===== config.mk =====
export PLATFORM = sky130hd
export DESIGN_NAME = luma_frame_psnr_top
export DESIGN_NICKNAME = d
export VERILOG_FILES = /design/src/sv/lfp_pkg.sv /design/src/sv/lfp_mul.sv /design/src/sv/lfp_accum.sv /design/src/sv/lfp_seq.sv /design/src/sv/luma_frame_psnr_top.sv
export SDC_FILE = /design/constraint.sdc
export NUM_CORES = 2
export LEC_CHECK = 0
export ABC_AREA = 0
export BUFFER_PORTS_ARGS = -buffer_cell sky130_fd_sc_hd__buf_2
export CAP_MARGIN = 10
export CORE_AREA = 2 2 374 450
export DETAILED_ROUTE_END_ITERATION = 8
export DIE_AREA = 0 0 376 452
export PLACE_DENSITY_LB_ADDON = 0.12
export SYNTH_ARGS = -nofsm -noshare
export SYNTH_HDL_FRONTEND = slang
export SYNTH_SLANG_ARGS = --single-unit

===== constraint.sdc =====
create_clock -name clk -period 9.82 [get_ports clk]
set_clock_uncertainty 0.15 [all_clocks]
set_input_delay 1.964 -clock clk [delete_from_list [all_inputs] [get_ports clk]]
set_output_delay 1.964 -clock clk [all_outputs]
set_load 0.01 [all_outputs]

===== src/sv/lfp_pkg.sv =====
`default_nettype none

package lfp_pkg;

    localparam int PPF_W   = 23;
    localparam int N_W     = 25;
    localparam int PIX_W   = 8;
    localparam int SQ_W    = 16;
    localparam int SSE_W   = 38;
    localparam int IDX_W   = 16;
    localparam int PSNR_W  = 15;
    localparam int X_W     = 41;
    localparam int E_W     = 6;
    localparam int FRAC_W  = 24;
    localparam int BIT_W   = 5;
    localparam int L_W     = E_W + FRAC_W;
    localparam int MUL_W   = 32;
    localparam int PROD_W  = 2 * MUL_W;
    localparam int SCALE_W = 26;

    localparam logic [PPF_W-1:0]   PPF_RESET       = 23'd101376;
    localparam logic [SQ_W-1:0]    LUMA_PEAK_SQ    = 16'd65025;
    // 10*log10(2) in Q.24
    localparam logic [SCALE_W-1:0] TEN_LOG10_2_Q24 = 26'd50504453;
    localparam logic [PSNR_W-1:0]  PSNR_MAX        = 15'd32767;
    localparam logic [PROD_W-1:0]  ROUND_HALF      = 64'h0000_0080_0000_0000;

    typedef enum logic [3:0] {
        ST_IDLE,
        ST_MULP,
        ST_LOADP,
        ST_NORM,
        ST_SQ_START,
        ST_SQ_RUN,
        ST_SCALE,
        ST_ROUND,
        ST_HOLD
    } lfp_state_t;

    typedef struct packed {
        logic             done;
        logic [SSE_W-1:0] sse;
        logic [N_W-1:0]   n;
        logic [IDX_W-1:0] index;
    } lfp_frame_t;

endpackage

`default_nettype wire


===== src/sv/lfp_mul.sv =====
`default_nettype none

module lfp_mul (
    input  wire logic                       clk,
    input  wire logic [lfp_pkg::MUL_W-1:0]  a,
    input  wire logic [lfp_pkg::MUL_W-1:0]  b,
    output logic      [lfp_pkg::PROD_W-1:0] p
);

    logic [lfp_pkg::PROD_W-1:0] p_reg;
    logic [lfp_pkg::PROD_W-1:0] p_next;

    assign p_next = lfp_pkg::PROD_W'(a) * lfp_pkg::PROD_W'(b);

    always_ff @(posedge clk)
    begin
        p_reg <= p_next;
    end

    assign p = p_reg;

endmodule

`default_nettype wire


===== src/sv/lfp_accum.sv =====
`default_nettype none

module lfp_accum #(
    parameter int MAX_PIXELS = 4194304
) (
    input  wire logic                       clk,
    input  wire logic                       rst_n,
    input  wire logic                       take,
    input  wire logic [lfp_pkg::PIX_W-1:0]  pixel_a,
    input  wire logic [lfp_pkg::PIX_W-1:0]  pixel_b,
    input  wire logic [lfp_pkg::PPF_W-1:0]  ppf,
    output lfp_pkg::lfp_frame_t             frm
);

    localparam int POS_W = (MAX_PIXELS > 1) ? $clog2(MAX_PIXELS) : 1;
    localparam logic [lfp_pkg::N_W-1:0] MAX_N = lfp_pkg::N_W'(MAX_PIXELS);

    logic [lfp_pkg::SSE_W-1:0] acc_reg;
    logic [lfp_pkg::SSE_W-1:0] acc_next;
    logic [POS_W-1:0]          pos_reg;
    logic [POS_W-1:0]          pos_next;
    logic [lfp_pkg::IDX_W-1:0] cnt_reg;
    logic [lfp_pkg::IDX_W-1:0] cnt_next;

    logic [lfp_pkg::PIX_W-1:0] diff;
    logic [lfp_pkg::SQ_W-1:0]  sq;
    logic [lfp_pkg::SSE_W:0]   sum;
    logic [lfp_pkg::SSE_W-1:0] sse;
    logic [lfp_pkg::N_W-1:0]   n_raw;
    logic [lfp_pkg::N_W-1:0]   n_eff;
    logic [lfp_pkg::N_W-1:0]   pos_inc;
    logic                      last;

    always_comb
    begin
        diff = (pixel_a > pixel_b) ? (pixel_a - pixel_b) : (pixel_b - pixel_a);
        sq   = lfp_pkg::SQ_W'(diff) * lfp_pkg::SQ_W'(diff);
        sum  = {1'b0, acc_reg} + (lfp_pkg::SSE_W + 1)'(sq);
        // saturate on carry out
        sse  = sum[lfp_pkg::SSE_W] ? '1 : sum[lfp_pkg::SSE_W-1:0];

        n_raw = lfp_pkg::N_W'(ppf);
        if (n_raw == '0)
        begin
            n_eff = lfp_pkg::N_W'(1);
        end
        else if (n_raw > MAX_N)
        begin
            n_eff = MAX_N;
        end
        else
        begin
            n_eff = n_raw;
        end

        // >= so that a frame size lowered mid-frame still closes the frame
        pos_inc = lfp_pkg::N_W'(pos_reg) + lfp_pkg::N_W'(1);
        last    = (pos_inc >= n_eff);

        acc_next = acc_reg;
        pos_next = pos_reg;
        cnt_next = cnt_reg;
        if (take)
        begin
            if (last)
            begin
                acc_next = '0;
                pos_next = '0;
                cnt_next = cnt_reg + lfp_pkg::IDX_W'(1);
            end
            else
            begin
                acc_next = sse;
                pos_next = pos_inc[POS_W-1:0];
            end
        end

        frm.done  = take && last;
        frm.sse   = sse;
        frm.n     = n_eff;
        frm.index = cnt_reg;
    end

    always_ff @(posedge clk or negedge rst_n)
    begin
        if (!rst_n)
        begin
            acc_reg <= '0;
            pos_reg <= '0;
            cnt_reg <= '0;
        end
        else
        begin
            acc_reg <= acc_next;
            pos_reg <= pos_next;
            cnt_reg <= cnt_next;
        end
    end

endmodule

`default_nettype wire


===== src/sv/lfp_seq.sv =====
`default_nettype none

module lfp_seq (
    input  wire logic                        clk,
    input  wire logic                        rst_n,
    input  wire lfp_pkg::lfp_frame_t         frm,
    output logic                             ready,
    output logic                             out_valid,
    input  wire logic                        out_stall,
    output logic [lfp_pkg::IDX_W-1:0]        frame_index,
    output logic [lfp_pkg::SSE_W-1:0]        squared_error_sum,
    output logic [lfp_pkg::PSNR_W-1:0]       psnr_db,
    output logic                             frames_identical
);

    lfp_pkg::lfp_state_t state_reg;
    lfp_pkg::lfp_state_t state_next;
    logic                out_valid_reg;
    logic                out_valid_next;

    logic [lfp_pkg::SSE_W-1:0]  sse_reg,   sse_next;
    logic [lfp_pkg::N_W-1:0]    n_reg,     n_next;
    logic [lfp_pkg::IDX_W-1:0]  fidx_reg,  fidx_next;
    logic [lfp_pkg::X_W-1:0]    x_reg,     x_next;
    logic [lfp_pkg::E_W-1:0]    e_reg,     e_next;
    logic [lfp_pkg::MUL_W-1:0]  m_reg,     m_next;
    logic [lfp_pkg::FRAC_W-1:0] frac_reg,  frac_next;
    logic [lfp_pkg::BIT_W-1:0]  bit_reg,   bit_next;
    logic                       second_reg, second_next;
    logic [lfp_pkg::L_W-1:0]    lp_reg,    lp_next;
    logic [lfp_pkg::L_W-1:0]    d_reg,     d_next;
    logic [lfp_pkg::PSNR_W-1:0] psnr_reg,  psnr_next;
    logic                       ident_reg, ident_next;

    logic [lfp_pkg::IDX_W-1:0]  o_idx_reg,   o_idx_next;
    logic [lfp_pkg::SSE_W-1:0]  o_sse_reg,   o_sse_next;
    logic [lfp_pkg::PSNR_W-1:0] o_psnr_reg,  o_psnr_next;
    logic                       o_ident_reg, o_ident_next;

    logic [lfp_pkg::MUL_W-1:0]  mul_a;
    logic [lfp_pkg::MUL_W-1:0]  mul_b;
    logic [lfp_pkg::PROD_W-1:0] prod;

    logic [lfp_pkg::MUL_W:0]    sq_t;
    logic                       sq_bit;
    logic [lfp_pkg::MUL_W-1:0]  m_new;
    logic [lfp_pkg::L_W-1:0]    l_now;
    logic [lfp_pkg::PROD_W-1:0] rnd;
    logic [lfp_pkg::PROD_W-41:0] v;

    lfp_mul u_mul (
        .clk (clk),
        .a   (mul_a),
        .b   (mul_b),
        .p   (prod)
    );

    always_comb
    begin
        state_next     = state_reg;
        out_valid_next = out_valid_reg;
        sse_next       = sse_reg;
        n_next         = n_reg;
        fidx_next      = fidx_reg;
        x_next         = x_reg;
        e_next         = e_reg;
        m_next         = m_reg;
        frac_next      = frac_reg;
        bit_next       = bit_reg;
        second_next    = second_reg;
        lp_next        = lp_reg;
        d_next         = d_reg;
        psnr_next      = psnr_reg;
        ident_next     = ident_reg;
        o_idx_next     = o_idx_reg;
        o_sse_next     = o_sse_reg;
        o_psnr_next    = o_psnr_reg;
        o_ident_next   = o_ident_reg;
        mul_a          = m_reg;
        mul_b          = m_reg;

        // Q1.31 squared is Q2.62; keep Q2.31
        sq_t   = prod[lfp_pkg::PROD_W-1:lfp_pkg::MUL_W-1];
        sq_bit = sq_t[lfp_pkg::MUL_W];
        m_new  = sq_bit ? sq_t[lfp_pkg::MUL_W:1] : sq_t[lfp_pkg::MUL_W-1:0];
        l_now  = {e_reg, frac_reg};
        rnd    = prod + lfp_pkg::ROUND_HALF;
        v      = rnd[lfp_pkg::PROD_W-1:40];

        if (out_valid_reg && !out_stall)
        begin
            out_valid_next = 1'b0;
        end

        case (state_reg)
            lfp_pkg::ST_IDLE:
            begin
                if (frm.done)
                begin
                    sse_next    = frm.sse;
                    n_next      = frm.n;
                    fidx_next   = frm.index;
                    second_next = 1'b0;
                    if (frm.sse == '0)
                    begin
                        psnr_next  = lfp_pkg::PSNR_MAX;
                        ident_next = 1'b1;
                        state_next = lfp_pkg::ST_HOLD;
                    end
                    else
                    begin
                        ident_next = 1'b0;
                        state_next = lfp_pkg::ST_MULP;
                    end
                end
            end

            lfp_pkg::ST_MULP:
            begin
                mul_a      = lfp_pkg::MUL_W'(n_reg);
                mul_b      = lfp_pkg::MUL_W'(lfp_pkg::LUMA_PEAK_SQ);
                state_next = lfp_pkg::ST_LOADP;
            end

            lfp_pkg::ST_LOADP:
            begin
                x_next     = prod[lfp_pkg::X_W-1:0];
                e_next     = lfp_pkg::E_W'(lfp_pkg::X_W - 1);
                state_next = lfp_pkg::ST_NORM;
            end

            lfp_pkg::ST_NORM:
            begin
                // leading-one search: byte steps first, then single bits
                if (x_reg[lfp_pkg::X_W-1 -: 8] == '0)
                begin
                    x_next = x_reg << 8;
                    e_next = e_reg - lfp_pkg::E_W'(8);
                end
                else if (!x_reg[lfp_pkg::X_W-1])
                begin
                    x_next = x_reg << 1;
                    e_next = e_reg - lfp_pkg::E_W'(1);
                end
                else
                begin
                    m_next     = x_reg[lfp_pkg::X_W-1 -: lfp_pkg::MUL_W];
                    frac_next  = '0;
                    bit_next   = lfp_pkg::BIT_W'(lfp_pkg::FRAC_W - 1);
                    state_next = lfp_pkg::ST_SQ_START;
                end
            end

            lfp_pkg::ST_SQ_START:
            begin
                state_next = lfp_pkg::ST_SQ_RUN;
            end

            lfp_pkg::ST_SQ_RUN:
            begin
                m_next             = m_new;
                mul_a              = m_new;
                mul_b              = m_new;
                frac_next[bit_reg] = sq_bit;
                l_now              = {e_reg, frac_next};
                if (bit_reg == '0)
                begin
                    if (!second_reg)
                    begin
                        lp_next     = l_now;
                        x_next      = lfp_pkg::X_W'(sse_reg);
                        e_next      = lfp_pkg::E_W'(lfp_pkg::X_W - 1);
                        second_next = 1'b1;
                        state_next  = lfp_pkg::ST_NORM;
                    end
                    else
                    begin
                        d_next     = (lp_reg > l_now) ? (lp_reg - l_now) : '0;
                        state_next = lfp_pkg::ST_SCALE;
                    end
                end
                else
                begin
                    bit_next = bit_reg - lfp_pkg::BIT_W'(1);
                end
            end

            lfp_pkg::ST_SCALE:
            begin
                mul_a      = lfp_pkg::MUL_W'(d_reg);
                mul_b      = lfp_pkg::MUL_W'(lfp_pkg::TEN_LOG10_2_Q24);
                state_next = lfp_pkg::ST_ROUND;
            end

            lfp_pkg::ST_ROUND:
            begin
                if (v > ($bits(v))'(lfp_pkg::PSNR_MAX))
                begin
                    psnr_next = lfp_pkg::PSNR_MAX;
                end
                else
                begin
                    psnr_next = v[lfp_pkg::PSNR_W-1:0];
                end
                state_next = lfp_pkg::ST_HOLD;
            end

            lfp_pkg::ST_HOLD:
            begin
                if (!out_valid_reg || !out_stall)
                begin
                    out_valid_next = 1'b1;
                    o_idx_next     = fidx_reg;
                    o_sse_next     = sse_reg;
                    o_psnr_next    = psnr_reg;
                    o_ident_next   = ident_reg;
                    state_next     = lfp_pkg::ST_IDLE;
                end
            end

            default:
            begin
                state_next = lfp_pkg::ST_IDLE;
            end
        endcase
    end

    always_ff @(posedge clk or negedge rst_n)
    begin
        if (!rst_n)
        begin
            state_reg     <= lfp_pkg::ST_IDLE;
            out_valid_reg <= 1'b0;
        end
        else
        begin
            state_reg     <= state_next;
            out_valid_reg <= out_valid_next;
        end
    end

    always_ff @(posedge clk)
    begin
        sse_reg     <= sse_next;
        n_reg       <= n_next;
        fidx_reg    <= fidx_next;
        x_reg       <= x_next;
        e_reg       <= e_next;
        m_reg       <= m_next;
        frac_reg    <= frac_next;
        bit_reg     <= bit_next;
        second_reg  <= second_next;
        lp_reg      <= lp_next;
        d_reg       <= d_next;
        psnr_reg    <= psnr_next;
        ident_reg   <= ident_next;
        o_idx_reg   <= o_idx_next;
        o_sse_reg   <= o_sse_next;
        o_psnr_reg  <= o_psnr_next;
        o_ident_reg <= o_ident_next;
    end

    assign ready             = (state_reg == lfp_pkg::ST_IDLE);
    assign out_valid         = out_valid_reg;
    assign frame_index       = o_idx_reg;
    assign squared_error_sum = o_sse_reg;
    assign psnr_db           = o_psnr_reg;
    assign frames_identical  = o_ident_reg;

endmodule

`default_nettype wire


===== src/sv/luma_frame_psnr_top.sv =====
// Luma PSNR meter for 8-bit frames.
// Input channel: pixel_a / pixel_b, one co-located sample pair per transfer
// (in_valid, in_stall). Every pair adds its squared difference to the frame sum.
// Output channel: one result per frame (out_valid, out_stall) with frame_index,
// squared_error_sum, psnr_db (unsigned Q7.8 dB) and frames_identical.
// Config channel: pixels_per_frame written by cfg_valid/cfg_ready; ready is
// always high. 0 counts as 1, values above MAX_PIXELS count as MAX_PIXELS.
// Throughput: one pair per cycle within a frame. After the last pair of a frame
// in_stall stays high while a single shared 32x32 multiplier and a shifter work
// out two base-2 logs (24 squaring steps each, plus a byte/bit leading-one
// search) and the final scaling; a zero frame sum skips this work. out_valid
// rises as that stretch ends.
// The result then sits in an output register; a stalled receiver holds it there
// and the next frame streams in, the block stalling only if a further frame
// finishes before that result has gone.
// Reset clears the frame sum, pixel position, frame counter and output valid,
// and sets pixels_per_frame to 101376.
`default_nettype none

module luma_frame_psnr_top #(
    parameter int MAX_PIXELS = 4194304
) (
    input  wire logic                         clk,
    input  wire logic                         rst_n,
    input  wire logic                         in_valid,
    output logic                              in_stall,
    input  wire logic [lfp_pkg::PIX_W-1:0]    pixel_a,
    input  wire logic [lfp_pkg::PIX_W-1:0]    pixel_b,
    output logic                              out_valid,
    input  wire logic                         out_stall,
    output logic [lfp_pkg::IDX_W-1:0]         frame_index,
    output logic [lfp_pkg::SSE_W-1:0]         squared_error_sum,
    output logic [lfp_pkg::PSNR_W-1:0]        psnr_db,
    output logic                              frames_identical,
    input  wire logic                         cfg_valid,
    output logic                              cfg_ready,
    input  wire logic [lfp_pkg::PPF_W-1:0]    pixels_per_frame
);

    logic [lfp_pkg::PPF_W-1:0] ppf_reg;
    logic [lfp_pkg::PPF_W-1:0] ppf_next;
    logic                      seq_ready;
    logic                      take;
    lfp_pkg::lfp_frame_t       frm;

    assign cfg_ready = 1'b1;
    assign ppf_next  = (cfg_valid && cfg_ready) ? pixels_per_frame : ppf_reg;

    always_ff @(posedge clk or negedge rst_n)
    begin
        if (!rst_n)
        begin
            ppf_reg <= lfp_pkg::PPF_RESET;
        end
        else
        begin
            ppf_reg <= ppf_next;
        end
    end

    assign in_stall = !seq_ready;
    assign take     = in_valid && seq_ready;

    lfp_accum #(
        .MAX_PIXELS (MAX_PIXELS)
    ) u_accum (
        .clk     (clk),
        .rst_n   (rst_n),
        .take    (take),
        .pixel_a (pixel_a),
        .pixel_b (pixel_b),
        .ppf     (ppf_reg),
        .frm     (frm)
    );

    lfp_seq u_seq (
        .clk               (clk),
        .rst_n             (rst_n),
        .frm               (frm),
        .ready             (seq_ready),
        .out_valid         (out_valid),
        .out_stall         (out_stall),
        .frame_index       (frame_index),
        .squared_error_sum (squared_error_sum),
        .psnr_db           (psnr_db),
        .frames_identical  (frames_identical)
    );

endmodule

`default_nettype wire


==> summary.md <==
Die
- **die extent in x** 376 um
- **CORE AREA** 0.1658 mm2
- **die outline height** 452 um
- **initial cell density of the core** 34.72%
- **IO Count** 117
- **die outline area** 0.1700 mm2
- **placement row count** 164

Global route
- **wire length of the first global-routing pass** 306700 um
- **number of antenna violations at the first check in global routing** 4
- **via count of the first global-routing pass** 46558
- **total routing resource utilization after global routing** 24.34%
- **largest net degree at the start of global routing** 71
- **remaining global-route overflow** 0

Setup path
- **start-to-end type of the worst setup path** reg2reg
- **cell occurring most often along the worst timing path** sky130_fd_sc_hd__fa_1
- **worst stage delay on the critical path** 0.61 ns
- **startpoint type of the worst setup path** flop
- **Data arrival, critical path** 9.88 ns
- **slowest stage cell on the critical path** sky130_fd_sc_hd__fa_1
- **number of buffers and inverters on the critical path** 8
- **Critical Path RT** 10.17 ns
- **Critical Path Fanout Max** 30
- **kind of cell adding the most delay to the critical path** adder cells
- **capturing element type of the critical path** flop

Route
- **vias after detailed routing** 43603
- **number of design-rule violations left by the first detailed-router iteration** 3144
- **vias per cell** 5.057
- **total wire length** 204400 um
- **remaining antenna violation count after routing** 0
- **first drt pass iteration count** 6
- **DRC violation count after routing** 0
- **post-DR wirelength/cell** 23.71 um

CTS
- **CTS tree** done
- **H-tree levels** 2
- **clock sinks** 500
- **CTS Root Cell** sky130_fd_sc_hd__clkbuf_16
- **clock slew at the register clock pins of the worst setup and hold paths** 0.07 ns
- **total CTS buffers** 46
- **maximum number of buffers from clock root to sink** 3
- **insertion delay to the later sink of the worst-skew pair** 0.59 ns
- **cts-stage hold buffer count** 0

Yosys
- **Adder-Cell Fraction of Synth Area** 40.81%
- **count of cell types in the netlist** 87
- **largest family of logic cells by synthesized area** adder cells
- **most frequent cell after synthesis** sky130_fd_sc_hd__inv_1
- **fraction of synthesized cell area in xor and xnor cells** 2.525%
- **async set-reset flop share out of synthesis** 20.80%
- **Simple-Gate Fraction of Synth Area** 13.46%
- **count of synthesis-stage warnings from yosys** 0
- **leading post-synthesis cells by instance count** sky130_fd_sc_hd__inv_1 (1158), sky130_fd_sc_hd__fa_1 (935), sky130_fd_sc_hd__nand2_1 (885), sky130_fd_sc_hd__nor2_1 (611), sky130_fd_sc_hd__ha_1 (381)
- **main area contributors after synthesis** sky130_fd_sc_hd__fa_1 (33%), sky130_fd_sc_hd__edfxtp_1 (17%), sky130_fd_sc_hd__ha_1 (8.3%), sky130_fd_sc_hd__inv_1 (7.6%), sky130_fd_sc_hd__nand2_1 (5.8%)
- **fraction of the yosys area taken by sequential cells** 24.07%
- **register bit total from synthesis** 500
- **post-synthesis compound-gate area fraction** 8.068%
- **Synth Cell Area** 0.05757 mm2
- **Post-synth EDFFs** 332
- **Primary FF master, synth** sky130_fd_sc_hd__edfxtp_1
- **mux contribution to synthesized area** 1.684%
- **syn nets** 7412
- **Avg Cell Area, Syn** 9.512 um2
- **post-synthesis instance total** 6052
- **portion of synthesized cell area occupied by the leading cell type** 32.51%
- **leading area contributor after synthesis** sky130_fd_sc_hd__fa_1

Final layout
- **fraction of final layout cells with drive strength greater than 1** 12.99%
- **Layout Area Growth over Synthesis** 14.62%
- **net count of the finished layout** 7783
- **post-layout instance count excluding filler cells** 8622
- **final core utilization** 39.80%
- **Largest register FFs** 64

Placed design
- **input/output buffers** 115
- **final weighted congestion in routability-driven placement** 0.9326
- **DPL Wire Length** 166900 um
- **number of placed instances, taps included** 8518

Job
- **number of max-cap violations** 0

Timing
- **pins over their slew limit** 0
- **final period utilization** 97.02%
- **highest achievable clock rate** 0.1050 GHz
- **worst slew slack as a fraction of its limit** 22.76%
- **actual transition at the worst max-transition pin** 1.159 ns
- **count of endpoints failing hold in the final timing report** 0
- **Setup-failing EPs final** 0
- **crit path time final** 9.528 ns

Worst hold path
- **path type of the worst min-delay path** reg2reg

Status
- **result of the run** completed

[cell type report]
cell class / instances / area, um2
multi-input cells: 4120 / 38900
clock inverters: 14 / 76.32
clock buffers: 72 / 1443
repair buffers: 578 / 4579
diodes: 3 / 7.507
fillers: 16676 / 99810
flip-flops and latches: 500 / 13860
well taps: 2158 / 2700
inverters: 1177 / 4422
[cell usage in the layout, fill, tap and decap left out, drive strengths merged, types with 47 or more instances in the layout]
cell type	n
o21ai	157
buf	577
ha	381
a21oi	168
nand2	886
a21o	115
xor2	61
inv	1166
nand3	69
mux2i	62
dfrtp	100
fa	935
edfxtp	332
nor2	611
xnor2	105
dfxtp	64
nand4	47
clkbuf	73
o21a	51
[what timing repair did]
action	in CTS	in global routing
resized for setup	9	90
buffers inserted	0	13
cloned	0	2
pin swaps	1	52
setup endpoints to repair	19	41
[cells by family (layout without fill, tap and decap cells)]
family,Yosys count,after routing
multiplexers,93,93
other,1,4
XOR/XNOR,166,166
AO/OA/AOI/OAI,701,701
buffers and inverters,1433,1841
adder cells (fa/ha/maj),1317,1317
AND/OR/NAND/NOR,1841,1842
flip-flops,500,500
[per-stage QoR]
step	setup slack [ns]	hold slack (ns)	area (um2)	TNS, ns
final	0.2922	0.2722	65980	0
after global routing	-0.01823	0.2741	65980	-0.2029
after CTS	0.002840	0.2724	65450	0
after detailed placement	-0.7221	0.2554	63900	-11.57
after global placement	-0.6884	0.2511	63900	-10.99
after floorplan	0.03607	0.2503	57590	0
[routing by layer]
metal  global-route usage (%)  wire length [um]  vias up  part of all wire, %
met2                    42.85            101800     1299                   50
met1                    31.25             83730    22238                   41
met4                    8.556              8975        0                  4.4
met3                    2.143              9957      330                  4.9
met5                        0                 0        -                    0
li1                         -                 -    19736                    -
[path summary, 6_finish.rpt]
kind,startpoint,end,slack (ns),cells past startpoint
setup reg to reg,u_seq.state_reg[3],u_seq.u_mul.p[63],0.29,33
hold / removal,u_seq.fidx_reg[14],u_seq.frame_index[14],0.27,0
min in group asynchronous,rst_n,u_accum.acc_reg[12],1.22,1
hold reg to reg,u_seq.fidx_reg[14],u_seq.frame_index[14],0.27,0
setup / recovery,u_seq.state_reg[3],u_seq.u_mul.p[63],0.29,33
max in group asynchronous,rst_n,u_accum.cnt_reg[10],6.96,2
Power is left out: the tool's default activity adds up to more than one toggle a clock period on the data nets, which glitch-free logic cannot reach.
